### config.mk
export PLATFORM = sky130hd
export DESIGN_NAME = fifo_queue_with_remove_core_flat
export DESIGN_NICKNAME = d
export VERILOG_FILES = /design/src/rtl/fqr_pkg.sv /design/src/rtl/fqr_req_if.sv /design/src/rtl/fqr_rsp_if.sv /design/src/rtl/fifo_queue_with_remove_core.sv /design/src/rtl/fqr_ctrl.sv /design/src/rtl/fqr_dp.sv /design/src/flat_wrapper.sv
export SDC_FILE = /design/constraint.sdc
export NUM_CORES = 1
export LEC_CHECK = 0
export ABC_AREA = 0
export ABC_CLOCK_PERIOD_IN_PS = 14760
export BUFFER_PORTS_ARGS = -buffer_cell sky130_fd_sc_hd__buf_4
export CORE_MARGIN = 2
export CORE_UTILIZATION = 55
export CTS_BUF_LIST = sky130_fd_sc_hd__clkbuf_4 sky130_fd_sc_hd__clkbuf_8 sky130_fd_sc_hd__clkbuf_16
export CTS_CLUSTER_SIZE = 40
export DETAILED_ROUTE_END_ITERATION = 8
export GPL_TIMING_DRIVEN = 0
export PLACE_DENSITY_LB_ADDON = 0.08
export SKIP_LAST_GASP = 1
export SLEW_MARGIN = 20
export SYNTH_ARGS = -nofsm -noshare
export SYNTH_HDL_FRONTEND = slang
export SYNTH_HIERARCHICAL = 1
export SYNTH_SLANG_ARGS = --single-unit
### constraint.sdc
create_clock -name clk -period 14.76 [get_ports clk]
set_clock_uncertainty 0.05 [all_clocks]
set_input_delay 0 -clock clk [delete_from_list [all_inputs] [get_ports clk]]
set_output_delay 0 -clock clk [all_outputs]
set_load 0.02 [all_outputs]
### src/rtl/fqr_pkg.sv
// ----------------------------------------------------------------------------
// fqr_pkg: shared types and constants of the tag queue
// Sizes, request and status codes, and the controller command struct.
// ----------------------------------------------------------------------------
package fqr_pkg;

	localparam int DEPTH     = 16;
	localparam int TAG_WIDTH = 32;
	localparam int FILL_W    = $clog2(DEPTH + 1);
	localparam int IDX_W     = $clog2(DEPTH);
	localparam int IO_TAG_W  = 32;

	localparam logic [1:0] KIND_ENQ = 2'd0;
	localparam logic [1:0] KIND_DEQ = 2'd1;
	localparam logic [1:0] KIND_REM = 2'd2;

	localparam logic [1:0] ST_OK        = 2'd0;
	localparam logic [1:0] ST_EMPTY     = 2'd1;
	localparam logic [1:0] ST_FULL      = 2'd2;
	localparam logic [1:0] ST_NOT_FOUND = 2'd3;

	typedef enum logic {
		OUT_IDLE,
		OUT_HOLD
	} out_state_t;

	typedef struct packed {
		logic exec;
	} ctl_cmd_t;

endpackage

### src/rtl/fqr_req_if.sv
// ----------------------------------------------------------------------------
// fqr_req_if: request channel
// Valid/ready channel carrying one queue request per item.
// ----------------------------------------------------------------------------
interface fqr_req_if import fqr_pkg::*; ();
	logic                valid;
	logic                ready;
	logic [1:0]          kind;
	logic [IO_TAG_W-1:0] tag;

	modport source (output valid, output kind, output tag, input ready);
	modport sink   (input valid, input kind, input tag, output ready);
endinterface

### src/rtl/fqr_rsp_if.sv
// ----------------------------------------------------------------------------
// fqr_rsp_if: response channel
// Valid/ready channel carrying one result per request.
// ----------------------------------------------------------------------------
interface fqr_rsp_if import fqr_pkg::*; ();
	logic                valid;
	logic                ready;
	logic [1:0]          status;
	logic [IO_TAG_W-1:0] out_tag;
	logic                now_empty;

	modport source (output valid, output status, output out_tag, output now_empty,
		input ready);
	modport sink   (input valid, input status, input out_tag, input now_empty,
		output ready);
endinterface

### src/rtl/fifo_queue_with_remove_core.sv
// ----------------------------------------------------------------------------
// fifo_queue_with_remove_core: ordered tag queue with remove by value
// Bounded first-in first-out queue of tags supporting enqueue, dequeue and
// removal of the first entry equal to a given tag.
// ----------------------------------------------------------------------------
//
//   channel | dir | handshake   | payload
//   --------+-----+-------------+-----------------------------
//   req     | in  | valid/ready | kind[1:0], tag[31:0]
//   rsp     | out | valid/ready | status[1:0], out_tag[31:0], now_empty
//
// Each request executes in the cycle it is accepted and its result sits in
// the response register from the next cycle, so one item per cycle is
// sustained while the response side keeps taking results. A new request is
// accepted whenever that register is empty or is being emptied in the same
// cycle, so a response stall stalls the request side and no item is lost.
// Reset empties the queue at once; slots are never read before written.
//
module fifo_queue_with_remove_core import fqr_pkg::*; (
	input logic  clk,
	input logic  arst_n,
	fqr_req_if.sink   req,
	fqr_rsp_if.source rsp
);

	ctl_cmd_t cmd;

	// The controller tracks whether the response register holds an item and
	// decides when a request executes.
	fqr_ctrl u_ctrl (
		.clk       (clk),
		.arst_n    (arst_n),
		.req_valid (req.valid),
		.req_ready (req.ready),
		.rsp_valid (rsp.valid),
		.rsp_ready (rsp.ready),
		.cmd       (cmd)
	);

	// The datapath holds the slots and the fill count, matches the tag against
	// all occupied slots in parallel and shifts entries down to close a gap.
	fqr_dp u_dp (
		.clk       (clk),
		.arst_n    (arst_n),
		.cmd       (cmd),
		.kind      (req.kind),
		.tag       (req.tag),
		.status    (rsp.status),
		.out_tag   (rsp.out_tag),
		.now_empty (rsp.now_empty)
	);

endmodule

### src/rtl/fqr_ctrl.sv
// ----------------------------------------------------------------------------
// fqr_ctrl: queue controller
// Tracks the output register and issues one execute command per item.
// ----------------------------------------------------------------------------
module fqr_ctrl import fqr_pkg::*; (
	input  logic     clk,
	input  logic     arst_n,
	input  logic     req_valid,
	output logic     req_ready,
	output logic     rsp_valid,
	input  logic     rsp_ready,
	output ctl_cmd_t cmd
);

	out_state_t state_q, state_d;

	always_ff @(posedge clk or negedge arst_n) begin
		if (!arst_n) begin
			state_q <= OUT_IDLE;
		end else begin
			state_q <= state_d;
		end
	end

	always_comb begin
		state_d   = state_q;
		rsp_valid = 1'b0;
		req_ready = 1'b0;
		cmd.exec  = 1'b0;
		case (state_q)
			OUT_IDLE: begin
				req_ready = 1'b1;
			end
			OUT_HOLD: begin
				rsp_valid = 1'b1;
				req_ready = rsp_ready;
			end
			default: begin
				req_ready = 1'b1;
			end
		endcase
		cmd.exec = req_valid && req_ready;
		if (cmd.exec) begin
			state_d = OUT_HOLD;
		end else if (rsp_valid && rsp_ready) begin
			state_d = OUT_IDLE;
		end
	end

endmodule

### src/rtl/fqr_dp.sv
// ----------------------------------------------------------------------------
// fqr_dp: queue datapath
// Slot registers, parallel tag match, gap-closing shift and result register.
// ----------------------------------------------------------------------------
module fqr_dp import fqr_pkg::*; (
	input  logic                clk,
	input  logic                arst_n,
	input  ctl_cmd_t            cmd,
	input  logic [1:0]          kind,
	input  logic [IO_TAG_W-1:0] tag,
	output logic [1:0]          status,
	output logic [IO_TAG_W-1:0] out_tag,
	output logic                now_empty
);

	logic [TAG_WIDTH-1:0] slots_q [DEPTH];
	logic [FILL_W-1:0]    fill_q;
	logic [FILL_W-1:0]    fill_d;

	logic [63:0]          tag_ext;
	logic [TAG_WIDTH-1:0] tag_k;
	logic [63:0]          head_ext;
	logic [DEPTH-1:0]     match;
	logic [DEPTH-1:0]     first;
	logic [DEPTH-1:0]     shift_mask;
	logic                 do_shift;
	logic                 do_write;
	logic [IDX_W-1:0]     wr_idx;
	logic [1:0]           status_d;
	logic [IO_TAG_W-1:0]  taken_d;

	logic [1:0]           status_q;
	logic [IO_TAG_W-1:0]  out_tag_q;
	logic                 now_empty_q;

	assign tag_ext  = 64'(tag);
	assign tag_k    = tag_ext[TAG_WIDTH-1:0];
	assign head_ext = 64'(slots_q[0]);
	assign wr_idx   = fill_q[IDX_W-1:0];

	// Compare the tag against every occupied slot at once.
	always_comb begin
		for (int i = 0; i < DEPTH; i++) begin
			match[i] = (FILL_W'(i) < fill_q) && (slots_q[i] == tag_k);
		end
	end

	// Lowest matching slot, and the slots at or above it that move down.
	assign first = match & (~match + DEPTH'(1));

	always_comb begin
		fill_d     = fill_q;
		do_shift   = 1'b0;
		do_write   = 1'b0;
		shift_mask = ~(first - DEPTH'(1));
		status_d   = ST_OK;
		taken_d    = '0;
		case (kind)
			KIND_ENQ: begin
				if (fill_q == FILL_W'(DEPTH)) begin
					status_d = ST_FULL;
				end else begin
					do_write = 1'b1;
					fill_d   = fill_q + FILL_W'(1);
				end
			end
			KIND_DEQ: begin
				if (fill_q == '0) begin
					status_d = ST_EMPTY;
				end else begin
					taken_d    = head_ext[IO_TAG_W-1:0];
					shift_mask = '1;
					do_shift   = 1'b1;
					fill_d     = fill_q - FILL_W'(1);
				end
			end
			KIND_REM: begin
				if (match == '0) begin
					status_d = ST_NOT_FOUND;
				end else begin
					do_shift = 1'b1;
					fill_d   = fill_q - FILL_W'(1);
				end
			end
			default: begin
				status_d = ST_OK;
			end
		endcase
	end

	always_ff @(posedge clk or negedge arst_n) begin
		if (!arst_n) begin
			fill_q <= '0;
		end else if (cmd.exec) begin
			fill_q <= fill_d;
		end
	end

	for (genvar g = 0; g < DEPTH; g++) begin : g_slot
		always_ff @(posedge clk) begin
			if (cmd.exec) begin
				if (do_shift && shift_mask[g]) begin
					if (g < DEPTH - 1) begin
						slots_q[g] <= slots_q[(g + 1) % DEPTH];
					end
				end else if (do_write && (wr_idx == IDX_W'(g))) begin
					slots_q[g] <= tag_k;
				end
			end
		end
	end

	always_ff @(posedge clk) begin
		if (cmd.exec) begin
			status_q    <= status_d;
			out_tag_q   <= taken_d;
			now_empty_q <= (fill_d == '0);
		end
	end

	assign status    = status_q;
	assign out_tag   = out_tag_q;
	assign now_empty = now_empty_q;

endmodule
### src/flat_wrapper.sv
// flat-port wrapper written by rule: the top's interface ports become plain ports
module fifo_queue_with_remove_core_flat import fqr_pkg::*;
  (clk, arst_n, req_valid, req_kind, req_tag, req_ready, rsp_valid, rsp_status, rsp_out_tag, rsp_now_empty, rsp_ready);
  fqr_req_if req_i ();
  fqr_rsp_if rsp_i ();
  input logic clk;
  input logic arst_n;
  input wire logic [$bits(req_i.valid)-1:0] req_valid;
  input wire logic [$bits(req_i.kind)-1:0] req_kind;
  input wire logic [$bits(req_i.tag)-1:0] req_tag;
  output wire logic [$bits(req_i.ready)-1:0] req_ready;
  output wire logic [$bits(rsp_i.valid)-1:0] rsp_valid;
  output wire logic [$bits(rsp_i.status)-1:0] rsp_status;
  output wire logic [$bits(rsp_i.out_tag)-1:0] rsp_out_tag;
  output wire logic [$bits(rsp_i.now_empty)-1:0] rsp_now_empty;
  input wire logic [$bits(rsp_i.ready)-1:0] rsp_ready;
  assign req_i.valid = req_valid;
  assign req_i.kind = req_kind;
  assign req_i.tag = req_tag;
  assign req_ready = req_i.ready;
  assign rsp_valid = rsp_i.valid;
  assign rsp_status = rsp_i.status;
  assign rsp_out_tag = rsp_i.out_tag;
  assign rsp_now_empty = rsp_i.now_empty;
  assign rsp_i.ready = rsp_ready;
  fifo_queue_with_remove_core u_core (.clk(clk), .arst_n(arst_n), .req(req_i), .rsp(rsp_i));
endmodule
==> results.md <==
- The run finished with clean final reports.
- The port buffer count is 74.
- The hold violation total from the final report is 0.
- Setup repair after global routing left no endpoint under its margin.
- The number of design rule violations left after detail routing is 0.
- The site row count is 86.
- The worst pin sits at a relative slew slack of roughly a fifth.
- Adding up every negative setup slack in the final design gives 0 ps.
- The routability-driven placement congestion ratio is around 1.1.
- TritonCTS built the clock tree.
- In this run the cell area measured after placement is 32900 sq um.
- In the final routed layout, each cell accounts on average for around 34 um.
- The relative area change from synthesis to final layout is 13.7%.
- The first global-routing pass estimated around 150000 um of wire.
- The clock-pin slew on the worst setup and hold paths is 60 ps.
- The area of the core is 55400 sq um.
- For this configuration, the core starts out at a cell density of a little under three fifths.
- After routing the design area is 35200 sq um.
- The clock sink count is ~550.
- The vias after detailed routing is just over 20000.
- The number of pins exceeding their max-slew limit in the final report was 0.
- The overall routing resource usage is a little under two fifths.
- The via count of the first global-routing pass is 20064.
- The number of antenna violations at the first check in global routing is 2.
- Total power for the finished layout comes to 3.85 mW.
- The area fraction of the dominant cell type after synthesis is 53.0%.
- In this run the count of I/O pins placed on the die edge is between 70 and 80.
- The share of the Yosys chip area taken by registers is a little over half.
- Counting instances in the post-synthesis netlist gives the leading cell types as edfxtp_1, mux2_2, xnor2_1.
- The number of instances in the placed design is about 3100.
- Counting flops with a built-in enable in the synthesized netlist gives about 550.
- The peak ir drop on the vdd network is ~0.096 mV.
- On the final layout, the worst hold slack is between 40 and 50 ps.
- The nature of the critical path endpoint is a flip-flop.
- The floorplan step defined a die boundary enclosing about 58000 sq um.
- The overall overflow remaining after global route is 0.
- The final number of setup-violating endpoints is 0.
- The post-synth net total is around 2300.
- The number of maximum-capacitance violations is 0.
- The latest clock arrival within the worst-skew pair is 640 ps.
- The most common cell in the synthesized netlist is edfxtp_1.
- In the finished design, the share of the clock period the worst path needs comes to around two fifths.
- The type of the setup path with the least slack is flip-flop to flip-flop.
- After synthesis, the netlist uses 66 different library cells.
- In this run the worst path has a maximum fanout of 32.
- The number of detailed-route iterations in the first pass is 6.
- By area the synthesized netlist is led by edfxtp_1, mux2_2, xnor2_1, xor2_1, mux2_1.
- The number of inserted filler cells in the final layout is around 4100.
- The data required time at the worst endpoint is approximately 15000 ps.
- The horizontal die dimension is 241 um.
- The gate count after technology mapping is around 2300.
- The mean instance size in the synthesized netlist is between 10 and 15 sq um.
- The setup slack of the most critical reg-to-reg path is roughly 9000 ps.
- After synthesis, the share of flip-flops with an asynchronous set or reset is 1.08%.
- For this block, the routed nets add up to roughly 110000 um of wire.
- Synthesis inferred roughly 550 register bits.
- Using the TritonRoute via totals, the vias-per-cell ratio works out to about 6.3.
- After layout, the minimum clock period comes to between 5000 and 6000 ps.
- The most used flip-flop cell after synthesis is edfxtp_1.
- The worst setup path is launched from a flip-flop.
- The vertical extent of the die is 241 um.
- The maximum count of clock buffers along a single path is 3.
- The number of clock buffers inserted by TritonCTS is 61.
- The critical path arrival is ~6200 ps.
- Detailed placement finished with a half-perimeter wire length of about 90000 um.
- The residual antenna-violating net count after detailed routing is 0.
- The synthesized area is 31000 sq um.
- The final non-filler cell total is 3276.
- The final net count is ~2500.
- The H-tree was split into 2 levels.
- For the pin with the worst max-slew slack, the measured transition is approximately 1200 ps.
- In this run the power density over the cells is around 110 nW/um^2.
- For this block, the initial DRC count from the detailed router was between 2000 and 2500.
- The share of post-route cells with drive strength above 1 is slightly below 30%.
- The leakage component of the power is ~12 nW.
- The path type of the worst min-delay path is input pin to flip-flop.
- The tree is rooted in a clkbuf_16.
- The largest total area in the synthesized netlist belongs to edfxtp_1.
- Timing would allow up to between 150 and 200 MHz.
- Entering global routing, the biggest net connects 40 pins.
- The count of synthesis-stage warnings from yosys is 6.
## flip-flops by register name, indices dropped and copies added, names as in the netlist
register and cells:
u_core/u_dp/out_tag 32, u_core/u_ctrl/state_q 1, u_core/u_dp/slots_q 512, u_core/u_dp/now_empty 1, u_core/u_dp/status 2, u_core/u_dp/fill_q 5
## worst max-delay path, cell delays in order, from the launching register on
cell,delay [ps]
dfrtp_1,360
clkbuf_1,240
nor3_2,980
o21ai_0,420
nand4b_1,210
nor4_1,130
nor3_1,790
nand2_1,260
nor3b_1,210
nor3_1,880
buf_2,420
a21o_2,630
## where the power goes
group          total (mW)  switching [mW]  internal [mW]
sequential           1.78          0.0232           1.76
combinational       0.558           0.391          0.168
clock                1.51           0.630          0.878
total                3.85            1.04           2.81
## what timing repair did
item                                    CTS  global route
hold endpoints to repair                 74             0
hold buffers                             36             0
resized for setup                         0             0
buffers inserted                          0             0
endpoints found under the setup margin    0             0
## worst paths after layout
kind,from,endpoint,cells after the start
hold reg to reg,u_core/u_dp/slots_q[0][24],u_core/u_dp/out_tag[24],1
hold / removal,req_tag[30],u_core/u_dp/slots_q[1][254],2
min in group asynchronous,arst_n,u_core/u_dp/fill_q[2],3
setup / recovery,u_core/u_dp/fill_q[4],u_core/u_dp/slots_q[0][105],11
max in group asynchronous,arst_n,u_core/u_ctrl/state_q,3
setup reg to reg,u_core/u_dp/fill_q[4],u_core/u_dp/slots_q[0][105],11
## cells in the final DEF (no fill, tap or decap), types with 13 or more instances in the layout
cell type	n
a21oi_1	16
and2_1	33
buf_2	65
buf_4	107
clkbuf_1	84
clkbuf_16	63
clkbuf_4	19
dlygate4sd3_1	36
edfxtp_1	547
mux2_1	72
mux2_2	400
nand2_1	38
nand3_1	30
nand4_1	113
nand4b_1	13
nor2_1	47
nor3_1	27
nor4_1	91
o21ai_4	14
xnor2_1	271
xor2_1	243
## stage by stage
stage / worst slack (ps) / utilization, %
final: 8790 / 63.6
after floorplan: 9320 / -
after global placement: 6460 / 58.6
after detailed placement: 8960 / 59.4
after global routing: 8790 / 63.5
after CTS: 9030 / 63.5
## routing by layer
layer | track usage, % | wire length, um | vias up
met1 | 46.6 | 41700 | 10323
li1 | - | - | 8938
met4 | 29.9 | 10500 | 0
met3 | 5.30 | 7450 | 291
met5 | 0 | 0 | -
met2 | 60.4 | 50300 | 1104
## logic make-up after synthesis
family / synth area share (%)
buf+inv: 3.33
flops: 53.5
fa+ha+maj: 0.364
xor+xnor: 14.5
mux: 17.6
compound gates: 1.90
simple gates: 8.72
## layout make-up
type                            count  area, sq um  area share, %
Antenna cell                        2         5.00         0.0142
Buffer                            193         1000           2.84
Clock buffer                       82         1720           4.88
Clock inverter                     26          224          0.636
Inverter                            8         30.0         0.0853
Multi-Input combinational cell   1540        13500           38.3
Sequential cell                   553        16600           47.1
Tap cell                          748          936           2.66
Timing Repair Buffer              124         1220           3.48
No activity file was read; power rests on OpenSTA's default activity.
